$ cat src/hw/rtl/ffha_pkg.sv
`timescale 1ns / 1ps
// ----------------------------------------------------------------------------
// ffha_pkg
// Shared types and constants for the first-fit heap allocator.
// ----------------------------------------------------------------------------
package ffha_pkg;

  localparam int OFF_W = 20;   // pool offsets
  localparam int SZ_W  = 21;   // byte counts
  localparam int TOT_W = 22;   // aligned size plus header, with headroom

  localparam logic [1:0] ST_OK      = 2'd0;
  localparam logic [1:0] ST_NOSPACE = 2'd1;
  localparam logic [1:0] ST_FULL    = 2'd2;
  localparam logic [1:0] ST_IGNORED = 2'd3;

  localparam logic ACT_ALLOC   = 1'b0;
  localparam logic ACT_RELEASE = 1'b1;

  typedef struct packed {
    logic             valid;
    logic [OFF_W-1:0] start;
    logic [SZ_W-1:0]  size;
    logic             used;
  } entry_t;

  typedef enum logic [2:0] {
    OP_HOLD,   // keep entry
    OP_USE,    // mark used, new payload size
    OP_FREE,   // mark free, new payload size
    OP_NEW,    // load new free entry
    OP_SHL,    // take left neighbour (insert)
    OP_SHR1,   // take right neighbour (remove one)
    OP_SHR2    // take neighbour two along (remove two)
  } cell_op_t;

  typedef struct packed {
    cell_op_t         op;
    logic [OFF_W-1:0] start;
    logic [SZ_W-1:0]  size;
  } cell_cmd_t;

  typedef enum logic [2:0] {
    S_IDLE,
    S_CMP,
    S_GATH,
    S_EXEC
  } state_t;

endpackage

$ cat src/hw/rtl/ffha_cell.sv
`timescale 1ns / 1ps
// ----------------------------------------------------------------------------
// ffha_cell
// One chunk table entry with its own match compare and shift muxing.
// ----------------------------------------------------------------------------
module ffha_cell import ffha_pkg::*; #(
  parameter int POOL_BYTES   = 1048576,
  parameter int HEADER_BYTES = 16,
  parameter bit IS_HEAD      = 1'b0
) (
  input  logic             clk,
  input  logic             rst_n,
  input  cell_cmd_t        cmd,
  input  logic             mode,    // ACT_ALLOC or ACT_RELEASE
  input  logic [TOT_W-1:0] total,
  input  logic [OFF_W-1:0] key,
  input  entry_t           ent_l,
  input  entry_t           ent_r1,
  input  entry_t           ent_r2,
  output entry_t           ent,
  output logic             match
);

  entry_t ent_r, ent_nxt;
  logic [SZ_W-1:0] pay_off;

  assign ent = ent_r;
  assign pay_off = SZ_W'(ent_r.start) + SZ_W'(HEADER_BYTES);

  always_comb begin
    if (mode == ACT_ALLOC) begin
      match = ent_r.valid && !ent_r.used && (TOT_W'(ent_r.size) >= total);
    end else begin
      match = ent_r.valid && (pay_off == SZ_W'(key));
    end
  end

  always_comb begin
    ent_nxt = ent_r;
    unique case (cmd.op)
      OP_HOLD: ent_nxt = ent_r;
      OP_USE: begin
        ent_nxt.size = cmd.size;
        ent_nxt.used = 1'b1;
      end
      OP_FREE: begin
        ent_nxt.size = cmd.size;
        ent_nxt.used = 1'b0;
      end
      OP_NEW: begin
        ent_nxt.valid = 1'b1;
        ent_nxt.start = cmd.start;
        ent_nxt.size  = cmd.size;
        ent_nxt.used  = 1'b0;
      end
      OP_SHL:  ent_nxt = ent_l;
      OP_SHR1: ent_nxt = ent_r1;
      OP_SHR2: ent_nxt = ent_r2;
      default: ent_nxt = ent_r;
    endcase
  end

  always_ff @(posedge clk) begin
    if (!rst_n) begin
      ent_r.valid <= IS_HEAD;
      ent_r.start <= '0;
      ent_r.size  <= IS_HEAD ? SZ_W'(POOL_BYTES - HEADER_BYTES) : '0;
      ent_r.used  <= 1'b0;
    end else begin
      ent_r <= ent_nxt;
    end
  end

endmodule

$ cat config.mk
export PLATFORM = sky130hd
export DESIGN_NAME = ffha_cell
export DESIGN_NICKNAME = d
export VERILOG_FILES = /design/src/hw/rtl/ffha_pkg.sv /design/src/hw/rtl/ffha_cell.sv
export SDC_FILE = /design/constraint.sdc
export NUM_CORES = 1
export LEC_CHECK = 0
export BUFFER_PORTS_ARGS = -buffer_cell sky130_fd_sc_hd__clkbuf_2
export CAP_MARGIN = 20
export CORE_AREA = 2 2 101 103
export CTS_CLUSTER_SIZE = 30
export DETAILED_ROUTE_END_ITERATION = 8
export DIE_AREA = 0 0 103 105
export HOLD_SLACK_MARGIN = 0.15
export PLACE_DENSITY = 0.77
export SLEW_MARGIN = 30
export SYNTH_ARGS = -nofsm -noshare
export SYNTH_HDL_FRONTEND = slang
export SYNTH_SLANG_ARGS = --single-unit
$ cat constraint.sdc
create_clock -name clk -period 2.05 [get_ports clk]
set_input_delay 0.1025 -clock clk [delete_from_list [all_inputs] [get_ports clk]]
set_output_delay 0.1025 -clock clk [all_outputs]
set_load 0.03 [all_outputs]
# == After elaboration in Yosys (flattened, before gate mapping) ==
# Cells that the tools add are included.
# op_classes
n_addsub,1
order_cmp,1
eq_ne,7
reduce_logical,7
muxes,3
# op_table
cell,n
22-bit case mux with 5 select lines,1
21-bit case mux with 4 select lines,1
21-bit by 22-bit >= comparator with 1-bit output,1
20-bit by 5-bit adder with 21-bit output (second input constant),1
21-bit by 20-bit equality test with 1-bit output,1
3-bit equality test (second input constant),3
3-bit by 2-bit equality test with 1-bit output (second input constant),2
5-bit nonzero test,1
4-bit nonzero test,1
3-bit by 1-bit equality test with 1-bit output (second input constant),1
1-bit logical AND,3
2-bit OR reduction,1
1-bit logical NOT,1
1-bit two-way mux,1
# totals
inputBits,218
regBits,43
out_inout_bits,44

# == Longest topological paths before layout ==
# Gate-level depths: netlist of the first run.
# depth
word_depth,4
mapped_depth,9

# == Worst setup path after synthesis of the first run ==
# OpenSTA, ideal clock, no wires.
# synth_timing
kind,register to output
startpoint,reg ent_r (netlist bit ent[26])
endpoint,out match
required_ns,1.947
stages_incl_launch_ff,10
t_arrival_ns,2.503
path_slack_ns,-0.556
path_cell_list,dfxtp_1 ha_1 buf_2 nand3_1 or3_4 nor3_1 a21oi_1 mux2i_1 a21oi_1 o41ai_2
# synth_via
elab_chain_len,4
# synth_lines
item,line,rtl
from (decl),ffha_cell.sv:24,"entry_t ent_r, ent_nxt;"
from (signal assigned),ffha_cell.sv:70,ent_r <= ent_nxt;
20-bit by 5-bit adder with 21-bit output,ffha_cell.sv:28,assign pay_off = SZ_W'(ent_r.start) + SZ_W'(HEADER_BYTES);
21-bit by 20-bit equality test with 1-bit output,ffha_cell.sv:34,match = ent_r.valid && (pay_off == SZ_W'(key));
1-bit logical AND,ffha_cell.sv:34,
1-bit two-way mux,ffha_cell.sv:31,if (mode == ACT_ALLOC) begin
to (decl),ffha_cell.sv:21,output logic match
# Every way passes these cells.

# == Worst setup path after layout of the first run ==
# layout_timing
startpoint,reg ent_r (netlist bit ent[4])
endpoint,out match
# layout_via
elab_chain_len,3
# layout_lines
item,line,rtl
21-bit by 22-bit >= comparator with 1-bit output,ffha_cell.sv:32,match = ent_r.valid && !ent_r.used && (TOT_W'(ent_r.size) >= total);
1-bit logical AND,ffha_cell.sv:32,
1-bit two-way mux,ffha_cell.sv:31,
# Every way passes these cells.

==> impl_metrics.env, run 1 <==
export IMPL_status="complete, but fails checks"
export IMPL_violations="negative setup slack"
export IMPL_top_layer_used="met4"
export IMPL_clock_sinks=43
export IMPL_final_period_utilization=1.18
export IMPL_p_leak_uw=0.00304
export IMPL_worst_pin_slew_ps=816
export IMPL_hpwl_microns=13100
export IMPL_period_needed_ps=2410
export IMPL_worst_r2r_path_depth=4
export IMPL_hp_class="input pin to flip-flop"
export IMPL_grt_usage=0.312
export IMPL_synth_net_count=766
export IMPL_worstPathRequired_ps=1950
export IMPL_cp_max_fo=2
export IMPL_synthCells=526
export IMPL_finalSetupViolations=1
export IMPL_cp_cell_sequence="ha_4 > a21o_1 > a211oi_1 > o21ai_1 > a221oi_1 > a211oi_1 > o211ai_1 > buf_4 > o41ai_4 > clkbuf_8"
export IMPL_cp_arrival_ps=2310
export IMPL_grt_pass1_wl_microns=26800
export IMPL_fin_area_sq_um=6150
export IMPL_relSlewSlack=0.456
export IMPL_worst_setup_path_end_kind="output pin"
export IMPL_fillCellCount=886
export IMPL_vias=5400
export IMPL_critPathBufInv=2
export IMPL_criticalPathCategory="flip-flop to output pin"
export IMPL_wl_microns=17300
export IMPL_multi_input_area_sq_um=2830
export IMPL_min_to="ent[18]"
export IMPL_synth_warnings=0
export IMPL_cts_tree="done"
export IMPL_rrSetupSlack_ps=640
export IMPL_largest_reg_flops=43
export IMPL_synthDistinctLibCells=47
export IMPL_r2r_end="ent[4]"
export IMPL_wl_met3_microns=1360
export IMPL_dieArea_sq_um=10800
export IMPL_clkLatencyLatePin_ps=290
export IMPL_yosysMostFrequentCell="o21ai_0"
export IMPL_num_io_pins=262
export IMPL_stdcell_count=978
export IMPL_drtAntennaViolNets=0
export IMPL_drt_first_pass_iters=4
export IMPL_clk_pin_slew_ps=90
export IMPL_syn_avg_cell_area_sq_um=7.32
export IMPL_coreArea_sq_um=9640
export IMPL_grt_max_degree=44
export IMPL_rows=36
export IMPL_place_inst=936
export IMPL_overflow=0
export IMPL_drc_errors=0
export IMPL_ys_flop_type="dfxtp_1"
export IMPL_yosys_area_top_type="dfxtp_1"
export IMPL_peakVddDrop_v=0.000270
export IMPL_port_buffers=261
export IMPL_synth_common_cells="o21ai_0, a21oi_1, dfxtp_1, nor2_1, clkbuf_1"
export IMPL_reg2reg_from="ent[4]"
export IMPL_power_uw=2830
export IMPL_yosysSeqAreaShare=0.223
export IMPL_p_per_area_nw_per_um2=460
export IMPL_rsz0062_at_grt="yes"
export IMPL_layout_drive_gt1_share=0.441
export IMPL_hold_path_depth=3
export IMPL_slew_viol_final=0
export IMPL_worstSetupStartpointType="flip-flop"
export IMPL_syn_to_final_growth_pct=59.5
export IMPL_grt_pass1_vias=5661
export IMPL_diodes=0
export IMPL_clk_path_buf_depth=2
export IMPL_synth_area_sq_um=3850
export IMPL_drt_iter0_markers=264
export IMPL_cts_root_buf="clkbuf_8"
export IMPL_routed_wl_met2_microns=8890
export IMPL_skew_ps=0
export IMPL_hp_start="ent_r2[18]"
export IMPL_die_y_microns=105
export IMPL_placed_cell_area_sq_um=5640
export IMPL_wl_per_cell_microns=17.7
export IMPL_start_util=0.400
export IMPL_ys_seq_elements=43
export IMPL_gp_congestion=0.933
export IMPL_wl_met1_microns=6600
export IMPL_final_nets=1085
export IMPL_async_flop_share=0
export IMPL_synthTopCellsByArea="dfxtp_1, o21ai_0, a21oi_1"
export IMPL_antenna_found_initial=0
export IMPL_clock_fmax_mhz=415
export IMPL_synth_edf_count=0
export IMPL_drv_cap=0
export IMPL_cts_inserted_buffers=5
export IMPL_finalHoldViolations=0
export IMPL_cp_slowest_stage_delay_ps=360
export IMPL_final_seq_area_sq_um=886
export IMPL_yosysTopAreaCellShare=0.223
export IMPL_critPathTopFamily="compound AO/OA/AOI/OAI gates"
export IMPL_cp_common_cell="a211oi_1"
export IMPL_crit_path_top_delay_cell="dfxtp_2"
export IMPL_dieWidth_microns=103
export IMPL_h_tree_depth=2
export IMPL_setup_ws_ps=-362
export IMPL_vias_per_cell=5.52
cells in the final DEF, fill, tap and decap left out, types with 6 or more instances in the layout:
cell type,count
clkbuf_2,260
o21ai_0,66
a21oi_1,63
buf_4,55
nor2_1,41
dlygate4sd3_1,35
dfxtp_1,31
nand2_1,27
inv_1,24
a211oi_1,23
o22ai_1,23
mux2_2,22
nor2b_1,20
ha_1,20
xnor2_1,14
a41oi_1,11
a22o_1,9
nand4_1,8
xor2_1,8
a21o_1,8
dfxtp_2,8
nand3_1,6
clkbuf_8,6
stage by stage:
stage	setup slack (ps)	util	setup TNS, ps	hold slack, ps
final	-362	0.638	-362	166
after global routing	-501	0.638	-501	169
after CTS	-360	0.635	-360	162
after detailed placement	-262	0.585	-262	388
after global placement	-208	0.585	-208	379
after floorplan	-109	-	-109	245
worst register-to-register path, cell delays in order (launching register included):
cell and delay, ps:
dfxtp_2 350, buf_4 130, o21ai_0 210, a21oi_1 60
dlygate4sd3_1 550
worst max-delay path by stage:
stage                     slack [ps]     to  cells after the start     from
after floorplan                 -110  match                      9  ent[26]
after global placement          -210  match                      9  ent[26]
after detailed placement        -260  match                      9  ent[26]
after CTS                       -360  match                     10  ent[26]
after global routing            -500  match                     10  ent[26]
final                           -360  match                     10   ent[4]
report_power, final:
group / switching, uW / internal [uW]
sequential: 74.8 / 911
clock: 302 / 236
combinational: 703 / 600
total: 1080 / 1750
area by class of cell:
cell class | instances | share of cell area
Sequential cell | 43 | 0.144
Inverter | 24 | 0.0147
Tap cell | 133 | 0.0271
Clock buffer | 7 | 0.0124
Timing Repair Buffer | 353 | 0.342
Multi-Input combinational cell | 418 | 0.460
what timing repair did:
item,CTS,global route
pin swaps,8,1
hold buffers,35,0
gates resized for setup,11,5
setup buffers,0,0
setup endpoints to repair,1,2
hold endpoints to repair,22,0
cell families (layout without fill, tap and decap cells):
group / count (synthesis) / in the layout / share of synthesized area
xor gates and xnor gates: 22 / 22 / 0.0500
adders and majority gates: 22 / 22 / 0.0715
AOI/OAI and AO/OA: 221 / 221 / 0.348
buffers and inverters: 65 / 384 / 0.0666
muxes: 25 / 25 / 0.0721
DFF: 43 / 43 / 0.223
and+or+nand+nor: 128 / 128 / 0.169
per-layer routing:
layer,vias to the layer above,track usage
met5,-,0
met4,0,0.118
met3,32,0.0542
met2,274,0.573
met1,2514,0.349
li1,2580,-
Power figures use the tool's default switching activity.
==> run 2, diff against run 1 <==
- PLACE_DENSITY: 0.77 -> 0.89
==> run 2 against run 1 <==
The run still ends with negative setup slack left. Global-route usage grew 0.83 points. Critical path depth shrank 2. Sequential share of layout area grew 0.099 points. Design area shrank 0.12%. Via count grew 2.7%. Clock-buffer cell count shrank 1. Clock power grew 14%. Total power grew 3.1%. Non-clock buffer count shrank 10. Critical path type unchanged.
==> impl_metrics.env, run 2 (synthesis gave the netlist of run 1 again) <==
export IMPL_h_tree_depth=2
export IMPL_cp_max_fo=4
export IMPL_hold_path_depth=3
export IMPL_start_util=0.400
export IMPL_clkLatencyLatePin_ps=300
export IMPL_slew_viol_final=0
export IMPL_clock_sinks=43
export IMPL_diodes=0
export IMPL_final_common_cell="clkbuf_2"
export IMPL_power_uw=2920
export IMPL_vias_per_cell=5.72
export IMPL_wl_microns=17600
export IMPL_cp_arrival_ps=2470
export IMPL_hpwl_microns=12800
export IMPL_worstPathRequired_ps=1950
export IMPL_clk_path_buf_depth=2
export IMPL_final_cell_mix="clkbuf_2, o21ai_0, a21oi_1"
export IMPL_rsz0062_at_grt="yes"
export IMPL_num_io_pins=262
export IMPL_dieArea_sq_um=10800
export IMPL_largest_reg_flops=43
export IMPL_worst_pin_slew_ps=833
export IMPL_wl_per_cell_microns=18.2
export IMPL_peakVddDrop_v=0.000285
export IMPL_die_y_microns=105
export IMPL_hp_class="input pin to flip-flop"
export IMPL_cts_inserted_buffers=5
export IMPL_status="complete, but fails checks"
export IMPL_finalHoldViolations=0
export IMPL_rrSetupSlack_ps=640
export IMPL_finalSetupViolations=1
export IMPL_cts_setup_buffers=0
export IMPL_min_to="ent[15]"
export IMPL_p_per_area_nw_per_um2=475
export IMPL_gp_congestion=0.958
export IMPL_r2r_end="ent[3]"
export IMPL_vias=5545
export IMPL_grt_pass1_vias=5755
export IMPL_overflow=0
export IMPL_grt_max_degree=44
export IMPL_rows=36
export IMPL_relSlewSlack=0.445
export IMPL_layout_drive_gt1_share=0.438
export IMPL_setup_ws_ps=-524
export IMPL_clock_fmax_mhz=388
export IMPL_cts_tree="done"
export IMPL_port_buffers=261
export IMPL_worst_setup_path_end_kind="output pin"
export IMPL_grt_usage=0.320
export IMPL_coreArea_sq_um=9640
export IMPL_violations="negative setup slack"
export IMPL_reg2reg_from="ent[3]"
export IMPL_final_period_utilization=1.26
export IMPL_syn_to_final_growth_pct=59.3
export IMPL_dieWidth_microns=103
export IMPL_antenna_found_initial=0
export IMPL_hp_start="cmd[14]"
export IMPL_worstSetupStartpointType="flip-flop"
export IMPL_cp_common_cell="nand4_1"
export IMPL_final_nets=1075
export IMPL_crit_path_top_delay_cell="dfxtp_4"
export IMPL_skew_ps=0
export IMPL_clk_pin_slew_ps=100
export IMPL_period_needed_ps=2570
export IMPL_drt_iter0_markers=269
export IMPL_drc_errors=0
export IMPL_drt_first_pass_iters=5
export IMPL_worst_r2r_path_depth=4
export IMPL_cp_slowest_stage_delay_ps=390
export IMPL_placed_cell_area_sq_um=5570
export IMPL_fin_area_sq_um=6140
export IMPL_p_leak_uw=0.00304
export IMPL_drv_cap=0
export IMPL_criticalPathCategory="flip-flop to output pin"
export IMPL_cp_cell_sequence="xor2_1 > nand3_1 > nor3_1 > nand4_1 > nor4_1 > nand4_1 > o41ai_4 > clkbuf_8"
export IMPL_grt_pass1_wl_microns=27300
export IMPL_drtAntennaViolNets=0
export IMPL_cts_root_buf="clkbuf_8"
-- run 2: per-layer routing --
layer	vias up	global-route usage	part of all wire
met2	400	0.580	0.50
met3	100	0.0622	0.10
met4	0	0.190	0.061
met1	2491	0.331	0.34
li1	2554	-	-
met5	-	0	0
-- run 2: per-stage QoR --
step / TNS, ps / utilization / setup WS, ps / std cells / hold WS [ps]
after floorplan: -109 / - / -109 / 526 / 245
after global placement: -147 / 0.578 / -147 / 924 / 384
after detailed placement: -311 / 0.578 / -311 / 924 / 382
after CTS: -435 / 0.633 / -435 / 969 / 153
after global routing: -576 / 0.637 / -576 / 969 / 166
final: -524 / 0.637 / -524 / 969 / 137
-- run 2: worst max path at each step --
stage                     startpoint     to  cells after the start
after floorplan              ent[26]  match                      9
after global placement        ent[4]  match                      9
after detailed placement      ent[4]  match                      9
after CTS                    ent[26]  match                     10
after global routing          ent[4]  match                      9
final                        ent[26]  match                      8
-- run 2: power breakdown --
part	switching, uW	internal, uW	leakage (uW)
clock	340	276	0.0000474
sequential	73.8	910	0.000363
combinational	712	604	0.00263
total	1130	1790	0.00304
-- run 2: area by class of cell --
| cell class | instances | area (sq um) |
|---|---|---|
| inverters | 24 | 90.1 |
| clock buffers | 6 | 82.6 |
| fillers | 827 | 3500 |
| well taps | 133 | 166 |
| repair buffers | 343 | 2060 |
| multi-input cells | 418 | 2830 |
| clock inverters | 2 | 16.3 |
| flip-flops and latches | 43 | 891 |
-- run 2: timing repair --
| item | 4_1_cts | 5_1_grt |
|---|---|---|
| hold endpoints to repair | 21 | 0 |
| pin swaps | 9 | 15 |
| gates resized for setup | 13 | 10 |
| endpoints found under the setup margin | 1 | 8 |
| hold buffers | 37 | 0 |
-- run 2: critical path: cells and delay by family, from the launching register on --
kind / cells / cell delay, ps
AOI/OAI and AO/OA: 1 / 340
xor gates and xnor gates: 1 / 180
buffers and inverters: 1 / 220
DFF: 1 / 390
and+or+nand+nor: 5 / 1050
